[src/sv/alp_pkg.sv]
// Package: constants and result beat type for the ALP response parser.
package alp_pkg;

    localparam int MAX_SLOTS = 8;

    localparam logic [7:0] OPCODE_MASK  = 8'h3F;
    localparam logic [5:0] OP_FILE_DATA = 6'h20;
    localparam logic [5:0] OP_STATUS    = 6'h22;
    localparam logic [5:0] OP_TAG       = 6'h23;

    localparam logic [7:0] STATUS_BYTES    = 8'd22;
    localparam logic [7:0] STATUS_RSSI_POS = 8'd5;
    localparam logic [7:0] STATUS_UID_POS  = 8'd14;

    localparam logic [3:0] MAX_FILES_RESET = 4'd8;

    localparam logic [1:0] KIND_HEADER  = 2'd0;
    localparam logic [1:0] KIND_DATA    = 2'd1;
    localparam logic [1:0] KIND_SUMMARY = 2'd2;

    // Output queue: one byte can give two beats, so depth leaves room for
    // the byte in the input register plus the byte being accepted.
    localparam int FIFO_DEPTH = 8;
    localparam int PTR_W      = $clog2(FIFO_DEPTH);
    localparam int CNT_W      = $clog2(FIFO_DEPTH + 1);

    typedef struct packed {
        logic [1:0]  kind;
        logic [2:0]  slot;
        logic [7:0]  file_id;
        logic [7:0]  file_offset;
        logic [7:0]  file_length;
        logic [7:0]  data_value;
        logic [7:0]  byte_index;
        logic [3:0]  file_count;
        logic [63:0] uid;
        logic [7:0]  rssi;
        logic        uid_valid;
        logic        last_of_run;
    } result_t;

endpackage

[src/sv/alp_response_parser.sv]
// Top level: ALP response message parser, one message byte per cycle while in_stall is low.
//
//   channel | direction | handshake         | beat contents
//   --------+-----------+-------------------+----------------------------------
//   in      | input     | in_valid/in_stall | data_byte, last_byte
//   out     | output    | out_valid/out_stall| kind, slot, file_*, data_value,
//           |           |                   | byte_index, file_count, uid, rssi,
//           |           |                   | uid_valid, last_of_run
//   cfg     | input     | cfg_valid/cfg_ready| cfg_data -> max_files
//
// One byte is accepted per cycle while in_stall is low. An accepted byte is held
// in the input register, is parsed against the state registers and its beats
// (zero, one or two) are written into an 8-entry output queue at the next edge;
// the first beat is on the output right after that edge if the queue was empty.
// The queue sets the stall: in_stall rises when the queue could not hold two
// more beats for both the registered byte and a new one.
// rst_n clears parser state, the queue and sets max_files to 8. cfg_ready is
// always high.
module alp_response_parser (
    input  logic        clk,
    input  logic        rst_n,

    input  logic        in_valid,
    output logic        in_stall,
    input  logic [7:0]  data_byte,
    input  logic        last_byte,

    input  logic        cfg_valid,
    output logic        cfg_ready,
    input  logic [3:0]  cfg_data,

    output logic        out_valid,
    input  logic        out_stall,
    output logic [1:0]  kind,
    output logic [2:0]  slot,
    output logic [7:0]  file_id,
    output logic [7:0]  file_offset,
    output logic [7:0]  file_length,
    output logic [7:0]  data_value,
    output logic [7:0]  byte_index,
    output logic [3:0]  file_count,
    output logic [63:0] uid,
    output logic [7:0]  rssi,
    output logic        uid_valid,
    output logic        last_of_run
);
    import alp_pkg::*;

    typedef enum logic [2:0] {
        PH_OPCODE,
        PH_FILE_ID,
        PH_OFFSET,
        PH_LENGTH,
        PH_DATA,
        PH_STATUS,
        PH_TAG,
        PH_SKIP
    } phase_t;

    // Config register
    logic [3:0] max_files_reg;

    // Input register
    logic       stage_valid_reg;
    logic [7:0] stage_byte_reg;
    logic       stage_last_reg;

    // Parser state
    phase_t      phase_reg, phase_next;
    logic [7:0]  field_cnt_reg, field_cnt_next;
    logic [7:0]  file_id_reg, file_id_next;
    logic [7:0]  offset_reg, offset_next;
    logic [7:0]  length_reg, length_next;
    logic        taken_reg, taken_next;
    logic [3:0]  saved_reg, saved_next;
    logic [7:0]  rssi_reg, rssi_next;
    logic [63:0] uid_reg, uid_next;

    // Output queue
    result_t           fifo_mem [FIFO_DEPTH];
    logic [PTR_W-1:0]  wr_ptr_reg, rd_ptr_reg;
    logic [CNT_W-1:0]  count_reg, count_next;

    result_t    res0, res1, file_res, sum_res;
    logic       emit_file;
    logic [1:0] n_push;
    logic       pop;
    logic       in_accept;

    logic [3:0] limit;
    logic [7:0] keep;
    logic [7:0] cnt_inc;
    logic [CNT_W:0] room_need;

    assign cfg_ready = 1'b1;
    assign in_accept = in_valid && !in_stall;

    // Worst case after the next edge: registered byte adds two, new byte two.
    assign room_need = {1'b0, count_reg} + (stage_valid_reg ? (CNT_W+1)'(2) : '0);
    assign in_stall  = room_need > (CNT_W+1)'(FIFO_DEPTH - 2);

    assign out_valid = count_reg != '0;
    assign pop       = out_valid && !out_stall;

    assign limit   = (max_files_reg < 4'(MAX_SLOTS)) ? max_files_reg : 4'(MAX_SLOTS);
    assign keep    = (length_reg > offset_reg) ? (length_reg - offset_reg) : 8'd0;
    assign cnt_inc = field_cnt_reg + 8'd1;

    // Parse one byte
    always_comb
    begin
        phase_next     = phase_reg;
        field_cnt_next = field_cnt_reg;
        file_id_next   = file_id_reg;
        offset_next    = offset_reg;
        length_next    = length_reg;
        taken_next     = taken_reg;
        saved_next     = saved_reg;
        rssi_next      = rssi_reg;
        uid_next       = uid_reg;
        emit_file      = 1'b0;
        file_res       = '0;

        unique case (phase_reg)
            PH_OPCODE:
            begin
                unique case (stage_byte_reg[5:0] & OPCODE_MASK[5:0])
                    OP_FILE_DATA: phase_next = PH_FILE_ID;
                    OP_STATUS:
                    begin
                        phase_next     = PH_STATUS;
                        field_cnt_next = 8'd0;
                    end
                    OP_TAG:       phase_next = PH_TAG;
                    default:      phase_next = PH_SKIP;
                endcase
            end
            PH_FILE_ID:
            begin
                file_id_next = stage_byte_reg;
                phase_next   = PH_OFFSET;
            end
            PH_OFFSET:
            begin
                offset_next = stage_byte_reg;
                phase_next  = PH_LENGTH;
            end
            PH_LENGTH:
            begin
                length_next = stage_byte_reg;
                if (saved_reg < limit)
                begin
                    taken_next = 1'b1;
                    saved_next = saved_reg + 4'd1;
                    emit_file  = 1'b1;
                    file_res.kind        = KIND_HEADER;
                    file_res.slot        = saved_reg[2:0];
                    file_res.file_id     = file_id_reg;
                    file_res.file_offset = offset_reg;
                    file_res.file_length = stage_byte_reg;
                    file_res.file_count  = saved_reg + 4'd1;
                end
                else
                begin
                    taken_next = 1'b0;
                end
                field_cnt_next = 8'd0;
                phase_next     = (stage_byte_reg == 8'd0) ? PH_OPCODE : PH_DATA;
            end
            PH_DATA:
            begin
                if (taken_reg && field_cnt_reg < keep)
                begin
                    emit_file = 1'b1;
                    file_res.kind        = KIND_DATA;
                    file_res.slot        = 3'(saved_reg - 4'd1);
                    file_res.file_id     = file_id_reg;
                    file_res.file_offset = offset_reg;
                    file_res.file_length = length_reg;
                    file_res.data_value  = stage_byte_reg;
                    file_res.byte_index  = field_cnt_reg;
                    file_res.file_count  = saved_reg;
                end
                field_cnt_next = cnt_inc;
                if (cnt_inc >= length_reg)
                begin
                    phase_next = PH_OPCODE;
                end
            end
            PH_STATUS:
            begin
                if (field_cnt_reg == STATUS_RSSI_POS)
                begin
                    rssi_next = stage_byte_reg;
                end
                if (field_cnt_reg >= STATUS_UID_POS)
                begin
                    uid_next = {uid_reg[55:0], stage_byte_reg};
                end
                field_cnt_next = cnt_inc;
                if (cnt_inc >= STATUS_BYTES)
                begin
                    phase_next = PH_OPCODE;
                end
            end
            PH_TAG:  phase_next = PH_OPCODE;
            PH_SKIP: phase_next = PH_SKIP;
            default: phase_next = PH_SKIP;
        endcase

        // Summary sees the state left by this byte
        sum_res            = '0;
        sum_res.kind       = KIND_SUMMARY;
        sum_res.file_count = saved_next;
        sum_res.uid        = uid_next;
        sum_res.rssi       = rssi_next;
        sum_res.uid_valid  = (uid_next != 64'd0) && (saved_next != 4'd0);

        if (stage_last_reg)
        begin
            phase_next     = PH_OPCODE;
            field_cnt_next = 8'd0;
            file_id_next   = 8'd0;
            offset_next    = 8'd0;
            length_next    = 8'd0;
            taken_next     = 1'b0;
            saved_next     = 4'd0;
            rssi_next      = 8'd0;
            uid_next       = 64'd0;
        end
    end

    // Pack beats for the queue; the final beat of the byte carries last_of_run
    always_comb
    begin
        res0   = '0;
        res1   = '0;
        n_push = 2'd0;
        if (stage_valid_reg)
        begin
            priority if (emit_file && stage_last_reg)
            begin
                res0   = file_res;
                res1   = sum_res;
                res1.last_of_run = 1'b1;
                n_push = 2'd2;
            end
            else if (emit_file)
            begin
                res0   = file_res;
                res0.last_of_run = 1'b1;
                n_push = 2'd1;
            end
            else if (stage_last_reg)
            begin
                res0   = sum_res;
                res0.last_of_run = 1'b1;
                n_push = 2'd1;
            end
            else
            begin
                n_push = 2'd0;
            end
        end
    end

    assign count_next = count_reg + CNT_W'(n_push) - (pop ? CNT_W'(1) : '0);

    always_ff @(posedge clk or negedge rst_n)
    begin
        if (!rst_n)
        begin
            max_files_reg   <= MAX_FILES_RESET;
            stage_valid_reg <= 1'b0;
            phase_reg       <= PH_OPCODE;
            field_cnt_reg   <= 8'd0;
            file_id_reg     <= 8'd0;
            offset_reg      <= 8'd0;
            length_reg      <= 8'd0;
            taken_reg       <= 1'b0;
            saved_reg       <= 4'd0;
            rssi_reg        <= 8'd0;
            uid_reg         <= 64'd0;
            wr_ptr_reg      <= '0;
            rd_ptr_reg      <= '0;
            count_reg       <= '0;
        end
        else
        begin
            if (cfg_valid && cfg_ready)
            begin
                max_files_reg <= cfg_data;
            end
            stage_valid_reg <= in_accept;
            if (stage_valid_reg)
            begin
                phase_reg     <= phase_next;
                field_cnt_reg <= field_cnt_next;
                file_id_reg   <= file_id_next;
                offset_reg    <= offset_next;
                length_reg    <= length_next;
                taken_reg     <= taken_next;
                saved_reg     <= saved_next;
                rssi_reg      <= rssi_next;
                uid_reg       <= uid_next;
            end
            wr_ptr_reg <= wr_ptr_reg + PTR_W'(n_push);
            if (pop)
            begin
                rd_ptr_reg <= rd_ptr_reg + PTR_W'(1);
            end
            count_reg <= count_next;
        end
    end

    // Payload registers: no reset
    always_ff @(posedge clk)
    begin
        if (in_accept)
        begin
            stage_byte_reg <= data_byte;
            stage_last_reg <= last_byte;
        end
        if (n_push != 2'd0)
        begin
            fifo_mem[wr_ptr_reg] <= res0;
        end
        if (n_push == 2'd2)
        begin
            fifo_mem[wr_ptr_reg + PTR_W'(1)] <= res1;
        end
    end

    // Head of queue drives the output beat
    assign kind        = fifo_mem[rd_ptr_reg].kind;
    assign slot        = fifo_mem[rd_ptr_reg].slot;
    assign file_id     = fifo_mem[rd_ptr_reg].file_id;
    assign file_offset = fifo_mem[rd_ptr_reg].file_offset;
    assign file_length = fifo_mem[rd_ptr_reg].file_length;
    assign data_value  = fifo_mem[rd_ptr_reg].data_value;
    assign byte_index  = fifo_mem[rd_ptr_reg].byte_index;
    assign file_count  = fifo_mem[rd_ptr_reg].file_count;
    assign uid         = fifo_mem[rd_ptr_reg].uid;
    assign rssi        = fifo_mem[rd_ptr_reg].rssi;
    assign uid_valid   = fifo_mem[rd_ptr_reg].uid_valid;
    assign last_of_run = fifo_mem[rd_ptr_reg].last_of_run;

endmodule
[config.mk]
export PLATFORM = sky130hd
export DESIGN_NAME = alp_response_parser
export DESIGN_NICKNAME = d
export VERILOG_FILES = /design/src/sv/alp_pkg.sv /design/src/sv/alp_response_parser.sv
export SDC_FILE = /design/constraint.sdc
export NUM_CORES = 2
export LEC_CHECK = 0
export BUFFER_PORTS_ARGS = -buffer_cell sky130_fd_sc_hd__buf_2
export CAP_MARGIN = 20
export CORE_MARGIN = 2
export CORE_UTILIZATION = 52
export CTS_CLUSTER_DIAMETER = 30
export DETAILED_ROUTE_END_ITERATION = 12
export GPL_TIMING_DRIVEN = 0
export PLACE_DENSITY = 0.66
export SETUP_SLACK_MARGIN = 0.02
export SLEW_MARGIN = 5
export SYNTH_ARGS = -nofsm -noshare
export SYNTH_HDL_FRONTEND = slang
export SYNTH_SLANG_ARGS = --single-unit
[constraint.sdc]
create_clock -name clk -period 8.1 [get_ports clk]
set_input_delay 1.215 -clock clk [delete_from_list [all_inputs] [get_ports clk]]
set_output_delay 1.215 -clock clk [all_outputs]
set_load 0.005 [all_outputs]
==> metrics.md <==
| Metric | Value |
|---|---|
| Status | complete, no violations |
| Slew headroom | 20.50% |
| CP max FO | 44 |
| Cells after Synth | 3552 |
| H-tree depth | 4 |
| Clk root buf | clkbuf_16 |
| Mean Syn Cell Area | 13.56 um^2 |
| Initial antenna violation count | 2 |
| Die X | 308.3 um |
| Vias in the first global route | 32729 |
| Die Height | 308.3 um |
| Switch Pwr | 6.199 mW |
| Core Region | 91660 um^2 |
| Max reg flops | 984 |
| Overall routing resource usage | 29.33% |
| Post_cts resized | 0 |
| Ys flop type | edfxtp_1 |
| Pin count of the biggest net entering global routing | 87 |
| Critical path data required time | 8.59 ns |
| Wirelength, routed | 138200 um |
| Clock slew at reported path FFs | 0.06 ns |
| Critical path class | reg -> reg |
| FMAX | 132.3 MHz |
| Die area | 95070 um^2 |
| Residual DRC count | 0 |
| Total number of vias | 32397 |
| Syn_nets | 3621 |
| Register area share after synthesis | 61.20% |
| Pwr/cell area | 350.3 nW/um^2 |
| Synthesis-to-finish area growth | 20.66% |
| Final worst path period share | 93.30% |
| Number of detailed-route iterations in the first pass | 7 |
| Clk_skew | 0.03591 ns |
| Final setup violation count | 0 |
| Cells after DPL | 4898 |
| TritonCTS clock tree | built |
| CP Launch Type | flop |
| RSZ-0062 raised after global routing | no |
| HPWL Detailed | 88900 um |
| Switching fraction of total power | 30.45% |
| Drt via density | 6.120 |
| Seq cells post-synth | 1120 |
| Int Power | 14.16 mW |
| # rows | 111 |
| Hold Buf Count CTS | 0 |
| Endpoints failing hold | 0 |
| Clk pwr share | 44.1% |
| Netlist area before placement | 48160 um^2 |
| Setup bufs post-CTS | 0 |
| Buffers on Ports | 142 |
| Skew-Pair Late Insertion Delay | 0.80 ns |
| CP Capture Type | flop |
| Comb power frac | 23.6% |
| Yosys cell types | 77 |
| Remaining antenna violation count | 0 |
| Synth warnings | 0 |
| Worst Slack Setup Final | 0.5427 ns |
| Nets | 3990 |
| Wire length per cell | 26.10 um |
| Slew Viols, Final | 0 |
| Num CTS Buffers | 205 |
| I/O pins | 144 |
| Final Critical Period | 7.557 ns |
| Initial Util | 52.54% |
| Critical Path AT | 8.05 ns |
| MaxCap Viol Count | 0 |
| Max VDD drop | 349.8 uV |
| Finished Layout Cells | 5294 |
| Worst hold path type | in -> async |
| Async SR Flop Fraction | 11.34% |
| Sequential share of power | 32.3% |
| Leak | 20.52 nW |
| Overflow after GRT | 0 |
| Tightest Pin Transition | 1.188 ns |
| Post-synth EDFFs | 641 |
| First-pass GRT wire length | 206200 um |
| Overall power | 20.35 mW |
| Clock sinks | 1120 |
| Clock Path Buffers | 3 |
| Initial DRC count | 3259 |
| Share of cells above drive strength 1 | 25.42% |
| RD Place Congestion | 0.9258 |
| Setup WS pre-CTS | 0.7524 ns |
-- critical path, stage by stage, from the launching register on --
cell and delay [ns]:
dfrtp_1 0.48, ha_1 0.28, fa_1 0.39, nand2b_1 0.19, a211oi_1 0.43, o22a_1 0.35
nand2b_1 0.08, mux2_2 0.28, ha_1 0.31, nand2_1 0.08, o2111a_1 0.30, o311ai_1 0.15
nand2_1 0.42, nor2_1 0.25, inv_1 0.07, ha_1 0.17, buf_2 0.17, nand2b_1 0.20
and3_1 0.19, clkbuf_1 0.13, nand2_1 0.40, and2_1 0.20, buf_2 0.31, clkbuf_1 0.59
inv_4 0.43, buf_16 0.33
-- layer usage --
metal  GRT usage (%)  wire length, um  vias up
li1                -                -    14183
met1           38.50            54710    16501
met2           48.38            67770     1400
met3           4.975            10030      313
met4           12.58             5650        0
met5               0                0        -
-- final cells by class --
class                           instances  area (um^2)
Fill cell                            6895        33550
Sequential cell                      1120        29470
Multi-Input combinational cell       2120        17260
Clock buffer                          233         5358
Clock inverter                        156         2016
Tap cell                             1186         1484
Buffer                                256         1227
Timing Repair Buffer                  162         1055
Inverter                               56        230.2
Antenna cell                            5        12.51
-- cells in the final DEF, fill, tap and decap left out, drive strengths merged, types with 43 or more instances in the layout --
cell and count:
a22o 218, mux4 246, edfxtp 641, nand2 203
mux2i 82, clkbuf 370, buf 281, ha 48
o21ai 194, dfrtp 126, inv 86, dfxtp 352
o22ai 43, clkinv 73, mux2 128, o2bb2ai 84
nor2 637
-- path summary, 6_finish.rpt --
path | startpoint | endpoint | slack (ns) | cells after the start
worst max-delay path | offset_reg[0]$_DFFE_PN0P_ | fifo_mem[2][55]$_DFFE_PP_ | 0.54 | 25
worst min-delay path | rst_n | file_id_reg[0]$_DFFE_PN0P_ | 0.37 | 1
worst max register to register | offset_reg[0]$_DFFE_PN0P_ | fifo_mem[2][55]$_DFFE_PP_ | 0.54 | 25
worst min register to register | fifo_mem[7][106]$_SDFFE_PP0P_ | fifo_mem[7][106]$_SDFFE_PP0P_ | 0.45 | 2
max in group asynchronous | rst_n | uid_reg[43]$_DFFE_PN0P_ | 6.89 | 2
min in group clk | fifo_mem[7][106]$_SDFFE_PP0P_ | fifo_mem[7][106]$_SDFFE_PP0P_ | 0.45 | 2
-- logic make-up (layout without fill, tap and decap cells) --
| logic type | count (synthesis) | count (layout) | share of synthesized area (%) |
|---|---|---|---|
| flops | 1120 | 1120 | 61.20 |
| buf+inv | 312 | 863 | 2.980 |
| other cells | 1 | 6 | 0.007786 |
| simple gates | 957 | 957 | 8.238 |
| mux | 456 | 456 | 16.20 |
| xor+xnor | 20 | 20 | 0.3637 |
| fa+ha+maj | 51 | 51 | 1.372 |
| compound gates | 635 | 635 | 9.643 |
-- synth_stat cells, types with 18 or more instances --
library cell | n | area share [%]
mux2_2 | 128 | 3.0
nand3_1 | 21 | 0.22
nor4_1 | 18 | 0.23
buf_2 | 75 | 0.78
mux4_2 | 246 | 12
mux2i_1 | 82 | 1.7
a22o_1 | 218 | 4.0
nand2_1 | 202 | 1.6
buf_4 | 27 | 0.42
inv_1 | 55 | 0.43
dfxtp_1 | 352 | 15
o21ai_1 | 19 | 0.20
a21oi_1 | 37 | 0.38
o21ai_0 | 175 | 1.8
ha_1 | 48 | 1.2
nand2b_1 | 18 | 0.23
nor2_1 | 635 | 4.9
o2bb2ai_1 | 84 | 1.5
o22ai_1 | 41 | 0.53
clkbuf_1 | 136 | 1.1
dfrtp_1 | 126 | 6.5
edfxtp_1 | 641 | 40
-- power by group through the flow --
stage / sequential [mW] / clock, mW / combinational (mW)
after floorplan: 6.60 / 0 / 3.13
after global placement: 6.70 / 0 / 4.71
after detailed placement: 6.67 / 0 / 4.80
after CTS: 6.57 / 9.02 / 4.83
after global routing: 6.60 / 9.30 / 5.15
final: 6.58 / 8.97 / 4.81
-- metrics by stage --
step / setup TNS (ns) / hold slack [ns] / util (%) / area [um^2]
floorplan: 0 / 0.4198 / - / 48160
global placement: -686.04 / 0.4290 / 54.94 / 50360
detailed placement: 0 / 0.4367 / 55.33 / 50710
CTS: 0 / 0.3516 / 63.37 / 58090
global route: 0 / 0.3725 / 63.39 / 58100
finish: 0 / 0.3653 / 63.40 / 58110
Note: power is estimated with default switching activity, not from simulation.
